===== src/design/uart_register_file_rx_fifo_top_assert.svh =====
// ----------------------------------------------------------------------------
// UART register file assertion macros
// Shorthand for clocked implication checks with synchronous reset masking.
// ----------------------------------------------------------------------------
`ifndef UART_REGISTER_FILE_RX_FIFO_TOP_ASSERT_SVH
`define UART_REGISTER_FILE_RX_FIFO_TOP_ASSERT_SVH

// Same-cycle implication.
`define URF_ASSERT_NOW(label, clk, rst_n, ante, cons) \
  label: assert property (@(posedge clk) disable iff (!rst_n) (ante) |-> (cons)) \
    else $error("urf assertion failed");

// Delayed implication: the consequent is checked after the antecedent.
`define URF_ASSERT_2CYC(label, clk, rst_n, ante, cons) \
  label: assert property (@(posedge clk) disable iff (!rst_n) (ante) |-> ##2 (cons)) \
    else $error("urf assertion failed");

`endif


===== src/design/urf_pkg.sv =====
// ----------------------------------------------------------------------------
// UART register file package
// Transfer types, register offsets, fixed register values and ID bytes.
// ----------------------------------------------------------------------------
`default_nettype none

package urf_pkg;

  typedef struct packed {
    logic [1:0]  action;
    logic [11:0] offset;
    logic [31:0] write_data;
    logic [7:0]  rx_char;
  } in_t;

  typedef struct packed {
    logic [31:0] read_data;
    logic        tx_valid;
    logic [7:0]  tx_char;
    logic        irq_pulse;
    logic        rx_overrun;
  } out_t;

  // Requests from the register decode to the receive FIFO
  typedef struct packed {
    logic       push;
    logic       pop;
    logic [7:0] wdata;
  } fifo_req_t;

  // FIFO status back to the register decode
  typedef struct packed {
    logic [7:0] rd_data;
    logic       empty;
    logic       full;
    logic       nonempty_nxt;
  } fifo_stat_t;

  localparam logic [1:0] ACT_READ  = 2'd0;
  localparam logic [1:0] ACT_WRITE = 2'd1;
  localparam logic [1:0] ACT_RX    = 2'd2;

  localparam logic [11:0] OFF_DR    = 12'h000;
  localparam logic [11:0] OFF_FR    = 12'h018;
  localparam logic [11:0] OFF_IBRD  = 12'h024;
  localparam logic [11:0] OFF_FBRD  = 12'h028;
  localparam logic [11:0] OFF_LCRH  = 12'h02C;
  localparam logic [11:0] OFF_CR    = 12'h030;
  localparam logic [11:0] OFF_IFLS  = 12'h034;
  localparam logic [11:0] OFF_IMSC  = 12'h038;
  localparam logic [11:0] OFF_RIS   = 12'h03C;
  localparam logic [11:0] OFF_MIS   = 12'h040;
  localparam logic [11:0] OFF_ICR   = 12'h044;

  localparam logic [31:0] VAL_IBRD  = 32'h0000_0002;
  localparam logic [31:0] VAL_FBRD  = 32'h0000_000B;
  localparam logic [31:0] VAL_LCRH  = 32'h0000_0070;
  localparam logic [31:0] VAL_CR    = 32'h0000_0301;
  localparam logic [31:0] VAL_IFLS  = 32'h0000_0000;

  localparam logic [31:0] FR_TXFE   = 32'h0000_0080;
  localparam logic [31:0] FR_RXFF   = 32'h0000_0040;
  localparam logic [31:0] FR_RXFE   = 32'h0000_0010;

  localparam int          RAW_W     = 11;
  localparam int          ST_RX_BIT = 4;
  localparam logic [10:0] RAW_RST   = 11'h020;

  function automatic logic [7:0] id_byte(input logic [2:0] idx);
    logic [7:0] b;
    case (idx)
      3'd0:    b = 8'h11;
      3'd1:    b = 8'h10;
      3'd2:    b = 8'h34;
      3'd3:    b = 8'h00;
      3'd4:    b = 8'h0D;
      3'd5:    b = 8'hF0;
      3'd6:    b = 8'h05;
      3'd7:    b = 8'hB1;
      default: b = 8'h00;
    endcase
    return b;
  endfunction

endpackage

`default_nettype wire


===== src/design/urf_rx_fifo.sv =====
// ----------------------------------------------------------------------------
// UART receive FIFO
// Circular byte store with head/tail pointers and a prefetched head entry.
// ----------------------------------------------------------------------------
`default_nettype none

module urf_rx_fifo import urf_pkg::*; #(
  parameter int FIFO_DEPTH = 16,
  localparam int PTR_W = (FIFO_DEPTH > 2) ? $clog2(FIFO_DEPTH) : 1,
  localparam int CNT_W = $clog2(FIFO_DEPTH + 1)
) (
  input  wire logic       clk,
  input  wire logic       rst_n,
  input  wire fifo_req_t  req,
  output fifo_stat_t      stat
);

  logic [7:0]       mem [FIFO_DEPTH];
  logic [PTR_W-1:0] head_r, head_nxt;
  logic [PTR_W-1:0] tail_r, tail_nxt;
  logic [CNT_W-1:0] count_r, count_nxt;
  logic [7:0]       rd_data_r;

  function automatic logic [PTR_W-1:0] ptr_inc(input logic [PTR_W-1:0] p);
    return (p == PTR_W'(FIFO_DEPTH - 1)) ? '0 : p + 1'b1;
  endfunction

  always_comb begin
    head_nxt  = req.pop  ? ptr_inc(head_r) : head_r;
    tail_nxt  = req.push ? ptr_inc(tail_r) : tail_r;
    count_nxt = count_r + CNT_W'(req.push) - CNT_W'(req.pop);
  end

  always_ff @(posedge clk) begin
    if (!rst_n) begin
      head_r  <= '0;
      tail_r  <= '0;
      count_r <= '0;
    end else begin
      head_r  <= head_nxt;
      tail_r  <= tail_nxt;
      count_r <= count_nxt;
    end
  end

  // Keep the entry at the next head ready; forward a byte landing there
  always_ff @(posedge clk) begin
    if (req.push) begin
      mem[tail_r] <= req.wdata;
    end
    if (req.push && (tail_r == head_nxt)) begin
      rd_data_r <= req.wdata;
    end else begin
      rd_data_r <= mem[head_nxt];
    end
  end

  always_comb begin
    stat.rd_data      = rd_data_r;
    stat.empty        = (count_r == '0);
    stat.full         = (count_r == CNT_W'(FIFO_DEPTH));
    stat.nonempty_nxt = (count_nxt != '0);
  end

endmodule

`default_nettype wire


===== src/design/uart_register_file_rx_fifo_top.sv =====
// ----------------------------------------------------------------------------
// UART register file with receive FIFO
// Bus reads and writes of the UART registers plus received-byte pushes.
// ----------------------------------------------------------------------------
//  Channel | Ports                      | Handshake
//  --------+----------------------------+----------------------------------
//  input   | start, busy, in_item       | transfer when start && !busy
//  result  | out_valid, out_item        | one-cycle strobe, no backpressure
//
//  One item per cycle; busy is never raised. A transfer is registered,
//  decoded and applied to the FIFO and status in the next cycle; its result
//  is on out_item for the cycle after that. The FIFO head entry is
//  prefetched from its memory so a data read pops the head byte without
//  waiting on a memory read. Synchronous reset empties the FIFO, clears
//  the mask and sets raw status to the TX bit; no clearing pass.
// ----------------------------------------------------------------------------
`default_nettype none

`include "uart_register_file_rx_fifo_top_assert.svh"

module uart_register_file_rx_fifo_top import urf_pkg::*; #(
  parameter int FIFO_DEPTH = 16
) (
  input  wire logic clk,
  input  wire logic rst_n,
  input  wire logic start,
  output logic      busy,
  input  wire in_t  in_item,
  output logic      out_valid,
  output out_t      out_item
);

  logic             stg_valid_r;
  in_t              stg_item_r;
  logic             out_valid_r;
  out_t             out_item_r;
  out_t             out_nxt;
  logic [31:0]      mask_r, mask_nxt;
  logic [RAW_W-1:0] raw_r, raw_nxt;
  logic [RAW_W-1:0] raw_clr;
  logic             recomp;
  fifo_req_t        freq;
  fifo_stat_t       fstat;

  assign busy = 1'b0;

  urf_rx_fifo #(.FIFO_DEPTH(FIFO_DEPTH)) u_rx_fifo (
    .clk   (clk),
    .rst_n (rst_n),
    .req   (freq),
    .stat  (fstat)
  );

  always_ff @(posedge clk) begin
    if (!rst_n) begin
      stg_valid_r <= 1'b0;
    end else begin
      stg_valid_r <= start && !busy;
    end
  end

  always_ff @(posedge clk) begin
    stg_item_r <= in_item;
  end

  always_comb begin
    out_nxt    = '0;
    recomp     = 1'b0;
    raw_clr    = '0;
    mask_nxt   = mask_r;
    freq.push  = 1'b0;
    freq.pop   = 1'b0;
    freq.wdata = stg_item_r.rx_char;
    if (stg_valid_r) begin
      case (stg_item_r.action)
        ACT_READ: begin
          case (stg_item_r.offset)
            OFF_DR: begin
              freq.pop = !fstat.empty;
              if (!fstat.empty) begin
                out_nxt.read_data = {24'h0, fstat.rd_data};
              end
              recomp = 1'b1;
            end
            OFF_FR: begin
              out_nxt.read_data = FR_TXFE;
              if (fstat.empty) begin
                out_nxt.read_data = FR_TXFE | FR_RXFE;
              end else if (fstat.full) begin
                out_nxt.read_data = FR_TXFE | FR_RXFF;
              end
            end
            OFF_IBRD: out_nxt.read_data = VAL_IBRD;
            OFF_FBRD: out_nxt.read_data = VAL_FBRD;
            OFF_LCRH: out_nxt.read_data = VAL_LCRH;
            OFF_CR:   out_nxt.read_data = VAL_CR;
            OFF_IFLS: out_nxt.read_data = VAL_IFLS;
            OFF_IMSC: out_nxt.read_data = mask_r;
            OFF_RIS:  out_nxt.read_data = {{(32-RAW_W){1'b0}}, raw_r};
            OFF_MIS:  out_nxt.read_data = {{(32-RAW_W){1'b0}}, raw_r & mask_r[RAW_W-1:0]};
            default: begin
              // ID window covers 0xFE0 through 0xFFC
              if ((stg_item_r.offset[11:5] == 7'h7F) && (stg_item_r.offset[4:0] <= 5'h1C)) begin
                out_nxt.read_data = {24'h0, id_byte(stg_item_r.offset[4:2])};
              end
            end
          endcase
        end
        ACT_WRITE: begin
          case (stg_item_r.offset)
            OFF_DR: begin
              out_nxt.tx_valid = 1'b1;
              out_nxt.tx_char  = stg_item_r.write_data[7:0];
            end
            OFF_IMSC: begin
              mask_nxt = stg_item_r.write_data;
              recomp   = 1'b1;
            end
            OFF_ICR: begin
              raw_clr = stg_item_r.write_data[RAW_W-1:0];
              recomp  = 1'b1;
            end
            default: ;
          endcase
        end
        ACT_RX: begin
          if (fstat.full) begin
            out_nxt.rx_overrun = 1'b1;
          end else begin
            freq.push = 1'b1;
            recomp    = 1'b1;
          end
        end
        default: ;
      endcase
    end

    raw_nxt = raw_r & ~raw_clr;
    if (recomp) begin
      raw_nxt[ST_RX_BIT] = fstat.nonempty_nxt;
    end
    out_nxt.irq_pulse = recomp && ((raw_nxt & mask_nxt[RAW_W-1:0]) != '0);
  end

  always_ff @(posedge clk) begin
    if (!rst_n) begin
      raw_r       <= RAW_RST;
      mask_r      <= '0;
      out_valid_r <= 1'b0;
    end else begin
      raw_r       <= raw_nxt;
      mask_r      <= mask_nxt;
      out_valid_r <= stg_valid_r;
    end
  end

  always_ff @(posedge clk) begin
    out_item_r <= out_nxt;
  end

  assign out_valid = out_valid_r;
  assign out_item  = out_item_r;

  `URF_ASSERT_2CYC(a_result_follows_transfer, clk, rst_n, start && !busy, out_valid)
  `URF_ASSERT_NOW(a_overrun_alone, clk, rst_n, out_valid && out_item.rx_overrun,
                  !out_item.tx_valid && !out_item.irq_pulse && (out_item.read_data == '0))
  `URF_ASSERT_NOW(a_irq_needs_mask, clk, rst_n, out_valid && out_item.irq_pulse,
                  mask_r != '0)
  `URF_ASSERT_NOW(a_fifo_flags, clk, rst_n, 1'b1, !(fstat.empty && fstat.full))

endmodule

`default_nettype wire

===== config.mk =====
export PLATFORM = sky130hd
export DESIGN_NAME = uart_register_file_rx_fifo_top
export DESIGN_NICKNAME = d
export VERILOG_FILES = /design/src/design/urf_pkg.sv /design/src/design/urf_rx_fifo.sv /design/src/design/uart_register_file_rx_fifo_top.sv
export VERILOG_INCLUDE_DIRS = /design/src /design/src/design
export SDC_FILE = /design/constraint.sdc
export NUM_CORES = 1
export LEC_CHECK = 0
export BUFFER_PORTS_ARGS = -buffer_cell sky130_fd_sc_hd__buf_2
export CAP_MARGIN = 20
export CORE_UTILIZATION = 40
export CTS_BUF_LIST = sky130_fd_sc_hd__clkbuf_8
export CTS_CLUSTER_SIZE = 10
export DETAILED_ROUTE_END_ITERATION = 7
export HOLD_SLACK_MARGIN = 0.03
export PLACE_DENSITY = 0.64
export SETUP_SLACK_MARGIN = 0.5
export SLEW_MARGIN = 10
export SYNTH_ARGS = -nofsm -noshare
export SYNTH_HDL_FRONTEND = slang
export SYNTH_SLANG_ARGS = --single-unit

===== constraint.sdc =====
create_clock -name clk -period 4.5 [get_ports clk]
set_input_delay 0.9 -clock clk [delete_from_list [all_inputs] [get_ports clk]]
set_output_delay 0.9 -clock clk [all_outputs]
set_load 0.01 [all_outputs]

Word-level counts from Yosys, hierarchy flattened
Memory sizes are Yosys's and may differ from the RTL's. A register that Yosys moved wholly into a read port is not among the register bits.
Index checks and enable logic that the tools add are counted.
{ "op_classes": {"muxes": 28, "n_lt_le_gt_ge": 1, "n_reduce_logical": 14, "eq_ne": 16, "bitwise_logic": 4, "add_sub_neg": 4} }
{ "op_table": {"columns": ["op", "count"], "rows": [
  ["$pmux 32 s10", 1],
  ["$eq 12x6->1 const B", 7],
  ["$mux 11", 6],
  ["$and 11x11->11", 3],
  ["$eq 12x7->1 const B", 2],
  ["$mux 8", 2],
  ["$mux 7", 2],
  ["$eq 12x5->1 const B", 1],
  ["$logic_not 12->1", 1],
  ["$mux 4", 3],
  ["$mux 1", 11],
  ["$not 11->11", 1],
  ["$reduce_bool 11->1", 1],
  ["$mux 9", 1],
  ["$add 4x1->4 const B", 2],
  ["$eq 4x4->1 const B", 2],
  ["$eq 7x7->1 const B", 1],
  ["$reduce_and 2->1", 3],
  ["$reduce_and 3->1", 2],
  ["$add 5x1->5", 1],
  ["$eq 5x5->1 const B", 1],
  ["$le 5x5->1 const B", 1],
  ["$logic_not 5->1", 1],
  ["$reduce_bool 5->1", 1],
  ["9 further kinds", 10]
]} }
{ "word_totals": {"register_bits": 155, "ram_bits": 128, "out_inout_bits": 45, "inputBits": 57, "wordCells": 86, "romBits": 56, "mem_count": 2} }
{ "memory_table": {"columns": ["name", "depth", "word_bits", "read_ports", "rd_ports_with_merged_regs", "wr", "line_no", "source"], "rows": [
  ["u_rx_fifo.mem", 16, 8, 1, 1, 1, "urf_rx_fifo.sv:18", "logic [7:0] mem [FIFO_DEPTH];"],
  ["(name not given)", 8, 7, 1, 1, 0, "urf_pkg.sv:71", "case (idx)"]
]} }

Longest topological paths before layout
{ "depth": {"depth_word": 12, "ltp_mapped": 14, "mapped_depth_nobuf": 14} }

Modules after synthesis
Synthesis repeated with hierarchy kept, for this count alone.
{ "hier_totals": {"cells_unflattened": 800, "area_unflattened_um2": 10706.5} }
{ "modules_own_cells": {"columns": ["module", "area_per_inst_um2", "n_inst", "seq_area_each_um2", "cells_each"], "rows": [
  ["urf_rx_fifo", 5803.1, 1, 4184.0, 305],
  ["uart_register_file_rx_fifo_top", 4903.5, 1, 2982.9, 495]
]} }

Least setup slack after synthesis
No wires, ideal clock.
{ "synth_timing": {"kind": "register -> register", "start": "register stg_item_r[43] in the netlist's numbering", "end": "register out_item_r (netlist bit out_item[1])", "setup_ps": 140, "n_path_buf": 1, "stages_incl_launch_ff": 15, "required_time_ps": 4360, "arrival_ps": 2934, "period_less_slack_ps": 3074, "setup_slack_ps": 1426, "path_cell_list": "dfxtp_1 > clkbuf_1 > nor3_1 > nand4_1 > nor3_1 > ha_1 > inv_1 > ha_1 > fa_1 > a21oi_1 > o21bai_1 > xnor2_1 > nand3_1 > nand2_1 > a41oi_1"} }
{ "synth_rtl": {"columns": ["element", "line_no", "source"], "rows": [
  ["start: declaration", "uart_register_file_rx_fifo_top.sv:34", "in_t stg_item_r;"],
  ["start signal: assignment", "uart_register_file_rx_fifo_top.sv:63", "stg_item_r <= in_item;"],
  ["end signal: assignment", "uart_register_file_rx_fifo_top.sv:158", "out_item_r <= out_nxt;"],
  ["end: declaration", "uart_register_file_rx_fifo_top.sv:36", "out_t out_item_r;"]
]} }

==> results.txt <==
leading cell type in the layout, fill and taps excluded -> dfxtp_1
layout cell share with drive strength beyond 1 -> 25.2%
IO Pins -> 102
Bufs on Longest Clock Path -> 3
Pint -> 4180 uW
Hold Crit Class -> in2reg
Crit path top cell by count -> ha_1
slowest cell on the critical path -> nor3_1
post-CTS resize count -> 0
R2R cell count -> 13
die area -> 27200 sq um
WL final -> 22000 microns
Die Wd -> 165 microns
Worst Path Class, Setup -> reg2reg
Die Ht -> 165 microns
core area -> 26100 sq um
Vias -> 6414
main flop type after synthesis -> dfxtp_1
Pre-antenna DRT Iters -> 5
Root Driver -> clkbuf_8
routed vias/inst -> 5.03
DP HPWL -> 14600 microns
CP arrival -> 3.94 ns
RSZ-0062 raised after global routing -> no
post-synth cell types -> 61
Setup crit end kind -> register
Inserted Clock Buffers -> 47
Sink Count -> 294
global-route wire length before repair -> 34300 microns
grt ovf -> 0
Seq cells post-synth -> 294
DRT iter0 DRCs -> 471
Post-Syn Area -> 10600 sq um
Synthesized Nets -> 854
DRC -> 0
CP startpoint kind -> register
area added between synthesis and finish -> 17.3%
max-cap viol count -> 0
crit share post-route -> 77.8%
Slew @ Worst Pin -> 0.954 ns
share of power burned in registers -> 54.1%
Worst-Skew Late Latency -> 0.57 ns
Max Fclk -> 286 MHz
initial antenna violation count -> 0
Layout Nets -> 977
n_diodes -> 0
Pwr Total -> 5280 uW
Worst EP required -> 4.94 ns
clock skew -> 0.0507 ns
cell count after synthesis -> 785
Initial Util -> 40.7%
H-tree depth -> 2
Post-synth EDFFs -> 128
clock power share -> 44.3%
Yosys warning count -> 0
Lkg Pwr -> 0.00451 uW
port bufs -> 100
leading cell types in the layout, fill and taps excluded -> dfxtp_1, edfxtp_1, nand2_1
hold_buf cts -> 0
Worst VDD drop -> 0.266 mV
Psw -> 1100 uW
setup TNS -> 0 ns
Switching Share -> 20.8%
Worst-path clk slew -> 0.06 ns
Comb pwr share -> 1.6%
Critical Path Max Stage Delay -> 0.64 ns
syn_area_per_cell -> 13.5 sq um
Final Hold Viols -> 0
critical-path maximum fanout -> 6
CTS tree -> built
largest net degree at the start of global routing -> 59
Worst slew margin -> 36.2%
Final Setup Violations -> 0
critical path, cell by cell -> nor4_1 -> nand4_1 -> nor3_1 -> ha_1 -> inv_1 -> ha_1 -> fa_1 -> a21oi_1 -> o21bai_1 -> xnor2_1 -> nand3_1 -> nand2_1 -> a41oi_1
Seq/Total Area, Yosys -> 67.5%
outcome -> complete, no violations
vias in the first global route -> 6331
FFs w/ async S/R, synth -> 0%
# rows -> 59
DRT antenna net count -> 0
fin crit period -> 3.50 ns
r2r setup slk -> 1.00 ns
Avg WL per Cell -> 17.3 microns
pwr dens -> 424 nW/um^2
max-slew violation count -> 0
gpl congestion -> 0.912
Post-CTS Setup Bufs -> 0
gr usage total -> 16.6%
hold path cells -> 1
through the flow:
| step | util [%] | worst slack (ns) | hold slack, ns | instance area (sq um) | instances |
|---|---|---|---|---|---|
| 2_1_floorplan | - | 1.43 | 0.416 | 10600 | 785 |
| 3_3_place_gp | 44.0 | 1.11 | 0.420 | 11500 | 1194 |
| 3_5_place_dp | 44.0 | 0.978 | 0.426 | 11500 | 1194 |
| 4_1_cts | 47.8 | 1.01 | 0.399 | 12500 | 1276 |
| 5_1_grt | 47.8 | 0.710 | 0.394 | 12500 | 1276 |
| 6_report | 47.8 | 1.00 | 0.427 | 12500 | 1276 |
final cells by class:
class / count / area (sq um)
Sequential cell: 294 / 7170
Tap cell: 335 / 419
Clock buffer: 53 / 729
Timing Repair Buffer: 109 / 568
Fill cell: 2270 / 13600
Multi-Input combinational cell: 444 / 3270
Clock inverter: 29 / 249
Inverter: 12 / 45.0
cells in the mapped netlist, drive strengths merged, types with 3 or more instances:
cell,n,area share [%]
nor3,13,0.61
nand3,17,0.80
o22ai,6,0.35
and2,50,2.9
a32oi,4,0.33
ha,11,1.3
buf,11,0.65
a31oi,6,0.35
a221oi,6,0.49
a21boi,32,2.3
o211ai,8,0.57
xnor2,6,0.49
inv,12,0.42
dfxtp,166,31
or4,3,0.28
a22oi,4,0.28
mux4,33,7.0
nor2b,7,0.41
nor3b,5,0.35
nor2,36,1.3
mux2,13,1.4
a21oi,21,0.99
nand4,3,0.18
o21ai,4,0.19
nand2,109,3.9
edfxtp,128,36
nand2b,5,0.29
mux2i,11,1.0
clkbuf,24,0.85
state kept, by name (all words and copies together) (netlist names), named ones only:
register and count:
u_rx_fifo.mem 128, stg_item_r 46, out_item 43, mask_r 32, raw_r 11, freq 8
u_rx_fifo.count_r 5, u_rx_fifo.head_r 4, u_rx_fifo.tail_r 4, out_valid 1, stg_valid_r 1
critical path, delay by kind of cell, from the launching register on:
family	cells	cell delay [ns]
AO/OA/AOI/OAI	3	0.34
buffers and inverters	1	0.04
adder cells (fa/ha/maj)	3	0.86
AND/OR/NAND/NOR	5	1.59
flip-flops	1	0.32
XOR/XNOR	1	0.20
cell families (layout without fill, tap and decap cells):
family                   after synthesis  in the layout  share of synthesized area [%]
AND/OR/NAND/NOR                      262            262                           12.1
XOR/XNOR                               7              7                          0.577
adder cells (fa/ha/maj)               12             12                           1.48
multiplexers                          57             57                           9.45
flip-flops                           294            294                           67.5
AO/OA/AOI/OAI                        105            105                           6.95
other                                  1              1                         0.0353
buffers and inverters                 47            203                           1.92
layer usage:
layer,share of wire (%),wire length [microns],track usage [%],vias up
li1,-,-,-,3099
met1,43,9560,20.6,3081
met2,48,10600,28.1,183
met3,5.5,1220,3.34,51
met4,2.8,609,6.67,0
met5,0,0,0,-
final timing paths:
| path | from | endpoint |
|---|---|---|
| worst min register to register | stg_item_r[35] | mask_r[27] |
| worst max register to register | stg_item_r[49] | out_item[1] |
| worst min-delay path | in_item[33] | stg_item_r[33] |
| worst max-delay path | stg_item_r[49] | out_item[1] |
power by group through the flow:
stage                     sequential (uW)  clock [uW]  combinational [uW]
final                                2860        2340                84.5
after floorplan                      2900           0                49.2
after global routing                 2860        2520                94.9
after global placement               2910           0                84.7
after CTS                            2860        2400                86.0
after detailed placement             2910           0                85.4
Note: power is estimated with default switching activity, not from simulation.
